==> src/sv/assert_macros.svh <==
// assertion helpers used by tvp_core
`ifndef ASSERT_MACROS_SVH
`define ASSERT_MACROS_SVH

// same-cycle implication, checked out of reset
`define ASSERT_IMPLIES(label, clk, rstn, ante, cons) \
    label: assert property (@(posedge clk) disable iff (!(rstn)) (ante) |-> (cons)) \
        else $error("assertion failed");

// next-cycle implication, checked out of reset
`define ASSERT_NEXT(label, clk, rstn, ante, cons) \
    label: assert property (@(posedge clk) disable iff (!(rstn)) (ante) |=> (cons)) \
        else $error("assertion failed");

`endif

==> src/sv/tvp_pkg.sv <==
package tvp_pkg;

    typedef enum logic [2:0] {
        EV_VARINT    = 3'd0,
        EV_BYTE      = 3'd1,
        EV_LENGTH    = 3'd2,
        EV_PAYLOAD   = 3'd3,
        EV_BAD_TAG   = 3'd4,
        EV_TOO_LONG  = 3'd5,
        EV_TOO_LARGE = 3'd6
    } ev_kind_t;

    // length-delimited tags
    localparam logic [7:0] TAG_LD_A = 8'h0a;
    localparam logic [7:0] TAG_LD_B = 8'h2a;
    localparam logic [7:0] TAG_LD_C = 8'h32;
    localparam logic [7:0] TAG_LD_D = 8'h3a;
    // single raw byte tags
    localparam logic [7:0] TAG_BY_A = 8'h08;
    localparam logic [7:0] TAG_BY_B = 8'h10;
    // varint tags
    localparam logic [7:0] TAG_VI_A = 8'h18;
    localparam logic [7:0] TAG_VI_B = 8'h20;
    localparam logic [7:0] TAG_VI_C = 8'h28;

    localparam logic [3:0] MAX_VARINT_RESET = 4'd9;
    localparam logic [3:0] MAX_VARINT_CAP   = 4'd10;

    typedef struct packed {
        logic [7:0] byte_in;
        logic       buffer_end;
    } item_t;

    typedef struct packed {
        ev_kind_t    kind;
        logic [7:0]  tag;
        logic [63:0] value;
        logic        last;
    } result_t;

endpackage

==> src/sv/tvp_in_stage.sv <==
module tvp_in_stage (
    input  logic           aclk,
    input  logic           aresetn,
    input  logic           s_valid,
    output logic           s_ready,
    input  tvp_pkg::item_t s_item,
    input  logic           advance,
    output logic           item_valid,
    output tvp_pkg::item_t item
);
    import tvp_pkg::*;

    logic  valid_reg;
    item_t item_reg;

    // slot frees when the held request moves on
    assign s_ready    = !valid_reg || advance;
    assign item_valid = valid_reg;
    assign item       = item_reg;

    always_ff @(posedge aclk) begin
        if (!aresetn) begin
            valid_reg <= 1'b0;
        end else if (s_ready) begin
            valid_reg <= s_valid;
        end
    end

    always_ff @(posedge aclk) begin
        if (s_valid && s_ready) begin
            item_reg <= s_item;
        end
    end

endmodule

==> src/sv/tvp_core.sv <==
`include "assert_macros.svh"

module tvp_core #(
    parameter int LEN_BITS = 32
) (
    input  logic             aclk,
    input  logic             aresetn,
    input  logic             cfg_wr_en,
    input  logic [3:0]       cfg_wr_data,
    input  logic             step,
    input  tvp_pkg::item_t   item,
    output logic             res_valid,
    output tvp_pkg::result_t res
);
    import tvp_pkg::*;

    typedef enum logic [2:0] {
        M_TAG, M_LEN, M_VARINT, M_BYTE, M_PAYLOAD, M_HALT
    } mode_t;

    mode_t               mode_reg, mode_next;
    logic [7:0]          tag_reg, tag_next;
    logic [63:0]         acc_reg, acc_next;
    logic [3:0]          cnt_reg, cnt_next;
    logic [LEN_BITS-1:0] rem_reg, rem_next;
    logic [3:0]          max_reg;

    logic [3:0]          limit;
    logic [3:0]          cnt_inc;
    logic [5:0]          shift_full;
    logic [63:0]         acc_or;
    logic [LEN_BITS-1:0] rem_dec;
    logic                too_large;

    assign limit      = (max_reg > MAX_VARINT_CAP) ? MAX_VARINT_CAP : max_reg;
    assign cnt_inc    = cnt_reg + 4'd1;
    // byte k of a varint lands at bit 7*k; high bits past 63 fall off
    assign shift_full = 6'(cnt_reg) * 6'd7;
    assign acc_or     = acc_reg | (64'(item.byte_in[6:0]) << shift_full);
    assign too_large  = acc_or[63:LEN_BITS] != '0;
    assign rem_dec    = rem_reg - LEN_BITS'(1);

    always_comb begin
        mode_next = mode_reg;
        tag_next  = tag_reg;
        acc_next  = acc_reg;
        cnt_next  = cnt_reg;
        rem_next  = rem_reg;
        res_valid = 1'b0;
        res       = '{kind: EV_VARINT, tag: tag_reg, value: '0, last: 1'b0};

        unique case (mode_reg)
            M_TAG: begin
                acc_next = '0;
                cnt_next = '0;
                unique case (item.byte_in) inside
                    TAG_LD_A, TAG_LD_B, TAG_LD_C, TAG_LD_D: begin
                        tag_next  = item.byte_in;
                        mode_next = M_LEN;
                        res_valid = item.buffer_end;
                        res.kind  = EV_LENGTH;
                        res.tag   = item.byte_in;
                    end
                    TAG_BY_A, TAG_BY_B: begin
                        tag_next  = item.byte_in;
                        mode_next = M_BYTE;
                    end
                    TAG_VI_A, TAG_VI_B, TAG_VI_C: begin
                        tag_next  = item.byte_in;
                        mode_next = M_VARINT;
                        res_valid = item.buffer_end;
                        res.kind  = EV_VARINT;
                        res.tag   = item.byte_in;
                    end
                    default: begin
                        // unknown tag: report and halt, current tag kept
                        res_valid = 1'b1;
                        res.kind  = EV_BAD_TAG;
                        res.tag   = item.byte_in;
                        mode_next = M_HALT;
                    end
                endcase
            end
            M_LEN, M_VARINT: begin
                cnt_next = cnt_inc;
                if (cnt_inc > limit) begin
                    res_valid = 1'b1;
                    res.kind  = EV_TOO_LONG;
                    mode_next = M_HALT;
                end else begin
                    acc_next = acc_or;
                    if (!item.byte_in[7] || item.buffer_end) begin
                        res_valid = 1'b1;
                        res.value = acc_or;
                        if (mode_reg == M_VARINT) begin
                            res.kind  = EV_VARINT;
                            mode_next = M_TAG;
                        end else if (too_large) begin
                            res.kind  = EV_TOO_LARGE;
                            mode_next = M_HALT;
                        end else begin
                            res.kind  = EV_LENGTH;
                            rem_next  = acc_or[LEN_BITS-1:0];
                            mode_next = (acc_or[LEN_BITS-1:0] != '0) ? M_PAYLOAD : M_TAG;
                        end
                    end
                end
            end
            M_BYTE: begin
                res_valid = 1'b1;
                res.kind  = EV_BYTE;
                res.value = 64'(item.byte_in);
                mode_next = M_TAG;
            end
            M_PAYLOAD: begin
                rem_next  = rem_dec;
                res_valid = 1'b1;
                res.kind  = EV_PAYLOAD;
                res.value = 64'(item.byte_in);
                res.last  = (rem_dec == '0) || item.buffer_end;
                if (rem_dec == '0) begin
                    mode_next = M_TAG;
                end
            end
            M_HALT: begin
                // drop bytes until the buffer ends
            end
            default: begin
                mode_next = M_TAG;
            end
        endcase

        if (item.buffer_end) begin
            mode_next = M_TAG;
            acc_next  = '0;
            cnt_next  = '0;
            rem_next  = '0;
        end
    end

    always_ff @(posedge aclk) begin
        if (!aresetn) begin
            mode_reg <= M_TAG;
            tag_reg  <= '0;
            acc_reg  <= '0;
            cnt_reg  <= '0;
            rem_reg  <= '0;
            max_reg  <= MAX_VARINT_RESET;
        end else begin
            if (step) begin
                mode_reg <= mode_next;
                tag_reg  <= tag_next;
                acc_reg  <= acc_next;
                cnt_reg  <= cnt_next;
                rem_reg  <= rem_next;
            end
            if (cfg_wr_en) begin
                max_reg <= cfg_wr_data;
            end
        end
    end

    `ASSERT_IMPLIES(a_payload_nonzero, aclk, aresetn, mode_reg == M_PAYLOAD, rem_reg != '0)
    `ASSERT_IMPLIES(a_varint_count, aclk, aresetn,
        mode_reg == M_LEN || mode_reg == M_VARINT, cnt_reg <= MAX_VARINT_CAP)
    `ASSERT_IMPLIES(a_last_only_payload, aclk, aresetn,
        step && res_valid && res.last, res.kind == EV_PAYLOAD)
    `ASSERT_NEXT(a_end_clears, aclk, aresetn,
        step && item.buffer_end, mode_reg == M_TAG && acc_reg == '0)

endmodule

==> src/sv/tvp_out_stage.sv <==
module tvp_out_stage (
    input  logic             aclk,
    input  logic             aresetn,
    input  logic             step,
    input  logic             res_valid,
    input  tvp_pkg::result_t res,
    output logic             free,
    output logic             m_valid,
    input  logic             m_ready,
    output tvp_pkg::result_t m_res
);
    import tvp_pkg::*;

    logic    valid_reg;
    result_t res_reg;

    // the register can take a new result when empty or draining this cycle
    assign free    = !valid_reg || m_ready;
    assign m_valid = valid_reg;
    assign m_res   = res_reg;

    always_ff @(posedge aclk) begin
        if (!aresetn) begin
            valid_reg <= 1'b0;
        end else if (step) begin
            valid_reg <= res_valid;
        end else if (m_ready) begin
            valid_reg <= 1'b0;
        end
    end

    always_ff @(posedge aclk) begin
        if (step && res_valid) begin
            res_reg <= res;
        end
    end

endmodule

==> src/sv/tagged_varint_field_parser_top.sv <==
// tagged varint field parser, one buffer byte per request
// a byte is held in the input register until it is parsed, then its result is registered
// throughput: one byte per cycle while m_ready stays high, set by the single parse step
//   between the input register and the result register
// reset: synchronous active-low aresetn; parser expects a tag, limit is 9
module tagged_varint_field_parser_top #(
    parameter int LEN_BITS = 32
) (
    input  logic        aclk,
    input  logic        aresetn,
    // configuration: longest varint accepted
    input  logic        cfg_wr_en,
    input  logic [3:0]  cfg_wr_data,
    // byte requests in
    input  logic        s_valid,
    output logic        s_ready,
    input  logic [7:0]  s_byte_in,
    input  logic        s_buffer_end,
    // event requests out
    output logic        m_valid,
    input  logic        m_ready,
    output logic [2:0]  m_event_kind,
    output logic [7:0]  m_field_tag,
    output logic [63:0] m_field_value,
    output logic        m_payload_last
);
    import tvp_pkg::*;

    item_t   s_item;
    item_t   item;
    logic    item_valid;
    logic    out_free;
    logic    step;
    logic    res_valid;
    result_t res;
    result_t m_res;

    assign s_item = '{byte_in: s_byte_in, buffer_end: s_buffer_end};

    // the held byte is parsed when the result register has room; a result
    // waiting on the consumer holds the byte, which then holds off the next
    // request until the result drains
    assign step = item_valid && out_free;

    // input register
    tvp_in_stage u_in (
        .aclk      (aclk),
        .aresetn   (aresetn),
        .s_valid   (s_valid),
        .s_ready   (s_ready),
        .s_item    (s_item),
        .advance   (step),
        .item_valid(item_valid),
        .item      (item)
    );

    // parser state and the one-step decode
    tvp_core #(
        .LEN_BITS(LEN_BITS)
    ) u_core (
        .aclk       (aclk),
        .aresetn    (aresetn),
        .cfg_wr_en  (cfg_wr_en),
        .cfg_wr_data(cfg_wr_data),
        .step       (step),
        .item       (item),
        .res_valid  (res_valid),
        .res        (res)
    );

    // result register toward the consumer
    tvp_out_stage u_out (
        .aclk     (aclk),
        .aresetn  (aresetn),
        .step     (step),
        .res_valid(res_valid),
        .res      (res),
        .free     (out_free),
        .m_valid  (m_valid),
        .m_ready  (m_ready),
        .m_res    (m_res)
    );

    assign m_event_kind   = 3'(m_res.kind);
    assign m_field_tag    = m_res.tag;
    assign m_field_value  = m_res.value;
    assign m_payload_last = m_res.last;

endmodule
==> config.mk <==
export PLATFORM = sky130hd
export DESIGN_NAME = tagged_varint_field_parser_top
export DESIGN_NICKNAME = d
export VERILOG_FILES = /design/src/sv/tvp_pkg.sv /design/src/sv/tvp_in_stage.sv /design/src/sv/tvp_core.sv /design/src/sv/tvp_out_stage.sv /design/src/sv/tagged_varint_field_parser_top.sv
export VERILOG_INCLUDE_DIRS = /design/src /design/src/sv
export SDC_FILE = /design/constraint.sdc
export NUM_CORES = 1
export LEC_CHECK = 0
export BUFFER_PORTS_ARGS = -buffer_cell sky130_fd_sc_hd__buf_2
export CAP_MARGIN = 40
export CORE_ASPECT_RATIO = 0.7
export CORE_UTILIZATION = 45
export CTS_BUF_LIST = sky130_fd_sc_hd__clkbuf_8
export DETAILED_ROUTE_END_ITERATION = 6
export PLACE_DENSITY = 0.73
export SETUP_SLACK_MARGIN = 0.05
export SYNTH_ARGS = -nofsm -noshare
export SYNTH_HDL_FRONTEND = slang
export SYNTH_HIERARCHICAL = 1
export SYNTH_SLANG_ARGS = --single-unit
==> constraint.sdc <==
create_clock -name aclk -period 7.85 [get_ports aclk]
set_input_delay 0 -clock aclk [delete_from_list [all_inputs] [get_ports aclk]]
set_output_delay 0 -clock aclk [all_outputs]
set_load 0.03 [all_outputs]
==> flow_summary.ini, run 1 <==
[timing]
worstMarginPinSlew_ps = 910.3
fin_crit_sh = 0.7390
period_minus_slack_ps = 5801
slew_headroom = 0.3903
slew_viol_final = 0
setup_viol = 0
finalClockSkew_ps = 34.50
hold_violations = 0
fin_setup_tns_ps = 0
fmax_ghz = 0.1724
rsz0062_at_grt = false

[critical_path]
crit_top_cell = inv_1
path_cells = inv_1, fa_1, inv_1, ha_1, inv_1, fa_1, clkinv_1, a21o_1, a2bb2oi_1, or3_1, o32ai_1, a31oi_1, or3_4, or4_1, a31o_1
start_kind = flip-flop
crit_start = u_core/cnt_reg[0]$_SDFFE_PN0P_
rr_startpoint = u_core/cnt_reg[0]$_SDFFE_PN0P_
crit_path_end_kind = flip-flop
reg2reg_depth = 15
crit_required_ps = 8250
path_buf_inv = 4
critPathTopFamily = adder cells
cp_slowest_cell = fa_1
crit_type = reg -> reg
cp.arrival_ps = 6200
worst-path-stages = 15
slowest_delay_ps = 900
cp_max_fo = 19

[place]
gpl.final_weighted_congestion = 0.8957
portBuffers = 95
dpl.hpwl_um = 20810

[floorplan]
initial_core_util = 0.4634
num_io_pins = 96
coreArea_um2 = 22850
std_cell_rows = 46
die_w_um = 185.3
die_y_um = 130.3
die_area_um2 = 24160

[logic_synthesis]
ys.flop_type = dfxtp_1
ys_seq_elements = 202
synth_edf_count = 85
synth_top_area_share = 0.2411
syn_nets = 1199
yosys.area.top_type = edfxtp_1
synth_most_common_cell = nor2_1
synth_common_cells = nor2_1, a21oi_1, dfxtp_1
yosys_warnings = 6
async_reset_ff_frac = 0
syn_area_um2 = 10590
synthesis.instances = 1165
ys_seq_area_frac = 0.4623
syn_avg_cell_area_um2 = 9.088
netlist_top_cells_area = edfxtp_1, dfxtp_1, a21oi_1
synth_cell_types = 84

[routing]
first_pass_iters = 6
drc_errors = 0
vias = 9492
routedWlPerCell_um = 19.33
ant_nets = 0
viasPerCell = 5.951
routed_wl_um = 30840
first_iter_violations = 1000

[clocking]
cts_tree = done
cts_resized = 0
cts-hold-fix-buffers = 23
cts_max_path_buffers = 3
cts_setup_buffers = 0
clock_latency_ps = 530
cts.root.buffer_cell = clkbuf_8
cts_buffers = 34
clock-sinks = 202
path_clk_slew_ps = 60
htreeDepth = 2

[hold_path]
worstHoldPathType = in -> reg
hold_depth = 2
min_from = s_byte_in[0]

[global_routing]
antenna_found_initial = 0
track_usage = 0.2574
grt_pass1_vias = 8416
grt_pass1_wl_um = 47690
grt_overflow = 0
grt_max_degree = 79

[power_and_ir_drop]
peakVddDrop_uv = 139.0
power_density_nw_per_um2 = 205.4
leakage_nw = 4.435

[cells_and_area]
largest_reg_flops = 76
fin_nets = 1292
fill_cells = 2132
final_core_util = 0.5341
antenna_cells = 0
drive_above_1_share = 0.1559
syn2layout_area_growth_pct = 15.26

[job]
maxCapViolCount = 0

[run_status]
status = finished clean
## logic make-up (layout without fill, tap and decap cells)
group           after synthesis  after routing  synth area share
mux                          42             42           0.04302
flops                       202            202            0.4623
fa+ha+maj                    17             17           0.02269
buf+inv                     105            223           0.04018
xor+xnor                     34             34           0.02813
simple gates                479            479            0.2321
compound gates              286            286            0.1716
## final cells by class
cell class | instances | area (um2) | area share
multi-input cells | 858 | 5288 | 0.4333
flip-flops and latches | 202 | 4895 | 0.4011
repair buffers | 141 | 890.9 | 0.07300
clock buffers | 38 | 523.0 | 0.04286
well taps | 312 | 390.4 | 0.03199
clock inverters | 23 | 137.6 | 0.01128
inverters | 21 | 78.83 | 0.006460
## power breakdown
| part | internal, mW | switching (mW) |
|---|---|---|
| sequential | 1.14 | 0.0272 |
| clock | 0.484 | 0.439 |
| combinational | 0.143 | 0.276 |
| total | 1.77 | 0.741 |
## layout by cell type (no fill, tap or decap), types with 7 or more instances in the layout
cell type and instances:
a211oi_1 21, a21oi_1 117, a22o_1 8, a31oi_1 21, and2_1 8, and3_1 10
buf_2 98, buf_4 19, clkbuf_8 38, dfxtp_1 117, dlygate4sd3_1 23, edfxtp_1 85
ha_1 12, inv_1 27, mux2_2 8, mux2i_1 32, nand2_1 77, nand2b_1 8
nand3_1 14, nand4_1 13, nor2_1 147, nor2b_1 76, nor3_1 52, nor3b_1 7
nor4_1 22, o2111ai_1 14, o21ai_0 29, o21ai_1 10, o22ai_1 8, or3_1 7
or4_1 7, xnor2_1 21, xor2_1 13
## routing by layer
metal	part of all wire	vias up	GRT usage	wire (um)
li1	-	4428	-	-
met1	0.47	4486	0.3928	14630
met2	0.40	527	0.3589	12340
met3	0.11	51	0.06056	3380
met4	0.016	0	0.06563	484
met5	0	-	0	0
## metrics by stage
stage	hold slack [ps]	cells	total power [mW]	instance area, um2	setup WS, ps
floorplan	98.87	1165	1.482	10590	3307
global placement	177.6	1504	1.582	11250	2237
detailed placement	178.1	1511	1.588	11310	2066
CTS	184.0	1595	2.518	12200	2065
global route	190.3	1595	2.605	12200	1603
finish	211.7	1595	2.507	12200	2049
## worst reg2reg max path, cell delays in order, from the launching register on
cell and delay, ps:
dfxtp_1 750, inv_1 280, fa_1 520, inv_1 70
ha_1 160, inv_1 50, fa_1 900, clkinv_1 460
a21o_1 280, a2bb2oi_1 230, or3_1 360, o32ai_1 230
a31oi_1 180, or3_4 460, or4_1 530, a31o_1 230
## worst paths after layout
path                                     endpoint  slack, ps
setup / recovery  u_core/mode_reg[2]$_SDFFE_PN0P_       2050
hold / removal             u_in/item[1]$_DFFE_PP_        210
setup reg to reg  u_core/mode_reg[2]$_SDFFE_PN0P_       2050
hold reg to reg    u_core/tag_reg[2]$_SDFFE_PN0P_        480
Power figures use the tool's default switching activity.
==> run 2: changes to the inputs <==
clock period = 5.47 ns   (was 7.85 ns; I/O delays follow)
==> flow_summary.ini, run 2 (same netlist as run 1, synthesis figures left out) <==
[timing]
slew_viol_final = 0
slew_headroom = 0.3905
whs_ps = 132.8
finalClockSkew_ps = 18.22
fmax_ghz = 0.2055
period_minus_slack_ps = 4866
fin_ws_ps = 604.5
fin_setup_tns_ps = 0
setup_viol = 0
rsz0062_at_grt = false
fin_crit_sh = 0.8895
hold_violations = 0
worstMarginPinSlew_ps = 907.2

[global_routing]
grt_max_degree = 91
grt_pass1_vias = 8431
track_usage = 0.2615
antenna_found_initial = 0
grt_overflow = 0
grt_pass1_wl_um = 48500

[floorplan]
die_w_um = 185.3
std_cell_rows = 46
initial_core_util = 0.4634
die_area_um2 = 24160
die_y_um = 130.3
coreArea_um2 = 22850
num_io_pins = 96

[power_and_ir_drop]
peakVddDrop_uv = 197.5
total_power_mw = 3.597
power_density_nw_per_um2 = 292.9
leakage_nw = 4.473

[cells_and_area]
syn2layout_area_growth_pct = 16.00
largest_reg_flops = 76
final_cell_mix = nor2_1, a21oi_1, dfxtp_1, buf_2, edfxtp_1
final_core_util = 0.5375
antenna_cells = 0
drive_above_1_share = 0.1621
layout_commonest_cell = nor2_1
fin_area_um2 = 12280
fin_nets = 1299
fin_cells = 1601
fill_cells = 2093

[place]
dp_slack_ps = 644.8
dpl.hpwl_um = 21360
placedInstanceArea_um2 = 11410
gpl.final_weighted_congestion = 0.9862
post-place-cells = 1523
portBuffers = 95

[clocking]
cts_max_path_buffers = 3
path_clk_slew_ps = 70
clock-sinks = 202
cts_resized = 0
cts_tree = done
cts_buffers = 30
htreeDepth = 1
cts.root.buffer_cell = clkbuf_8
clock_latency_ps = 590

[routing]
routed_wl_um = 31650
routedWlPerCell_um = 19.77
first_pass_iters = 5
first_iter_violations = 1305
vias = 9518
ant_nets = 0
drc_errors = 0
viasPerCell = 5.945

[critical_path]
cp_slowest_cell = fa_1
path_buf_inv = 4
crit_type = reg -> reg
crit_required_ps = 5960
cp_max_fo = 10
cp.arrival_ps = 5350
start_kind = flip-flop
critPathTopFamily = simple AND/OR/NAND/NOR gates
slowest_delay_ps = 710
crit_top_cell = inv_1
path_cells = inv_1, fa_1, inv_1, ha_1, inv_1, fa_1, clkinv_1, a21o_1, a2bb2oi_1, or3_1, o32ai_1, a31oi_1, or3_4, or4_1, a31o_1
crit_path_end_kind = flip-flop

[hold_path]
worstHoldPathType = in -> reg

[job]
maxCapViolCount = 0

[run_status]
status = finished clean
==> run 2: layout make-up <==
cell class | instances | area [um2] | area share
sequential | 202 | 4895 | 0.3985
tap | 312 | 390.4 | 0.03178
multi-input combinational | 858 | 5288 | 0.4305
inverter | 21 | 78.83 | 0.006418
clock buffer | 36 | 495.5 | 0.04034
timing repair buffer | 152 | 983.4 | 0.08007
clock inverter | 20 | 151.4 | 0.01233
==> run 2: per-layer routing <==
metal | track usage | up-vias | routed length (um) | share of wire
met5 | 0 | - | 0 | 0
met4 | 0.05639 | 0 | 550 | 0.017
met3 | 0.06363 | 50 | 3713 | 0.12
met2 | 0.3714 | 560 | 12950 | 0.41
met1 | 0.3957 | 4470 | 14430 | 0.46
li1 | - | 4438 | - | -
==> run 2: final timing paths <==
check | startpoint | to | slack, ps | depth (start not counted)
worst max-delay path | u_core/cnt_reg[1]$_SDFFE_PN0P_ | u_core/mode_reg[2]$_SDFFE_PN0P_ | 600 | 15
worst max register to register | u_core/cnt_reg[1]$_SDFFE_PN0P_ | u_core/mode_reg[2]$_SDFFE_PN0P_ | 600 | 15
worst min register to register | u_core/acc_reg[53]$_SDFFE_PN0P_ | u_core/acc_reg[53]$_SDFFE_PN0P_ | 480 | 2
worst min-delay path | s_byte_in[7] | u_in/item[8]$_DFFE_PP_ | 130 | 2
==> run 2: worst reg2reg max path, stage by stage (launching register included) <==
cell	delay (ps)
dfxtp_1	490
inv_1	100
fa_1	450
inv_1	60
ha_1	150
inv_1	60
fa_1	710
clkinv_1	360
a21o_1	270
a2bb2oi_1	150
or3_1	310
o32ai_1	230
a31oi_1	190
or3_4	470
or4_1	540
a31o_1	230
==> run 2: where the power goes <==
| group | total (mW) | internal [mW] | leakage, nW | switching [mW] |
|---|---|---|---|---|
| sequential | 1.67 | 1.63 | 1.75 | 0.0383 |
| clock | 1.31 | 0.697 | 0.352 | 0.615 |
| combinational | 0.614 | 0.211 | 2.37 | 0.403 |
==> run 2: timing repair <==
item                      CTS  global route
hold endpoints to repair   25             0
buffers inserted            0             0
hold buffers               22             0
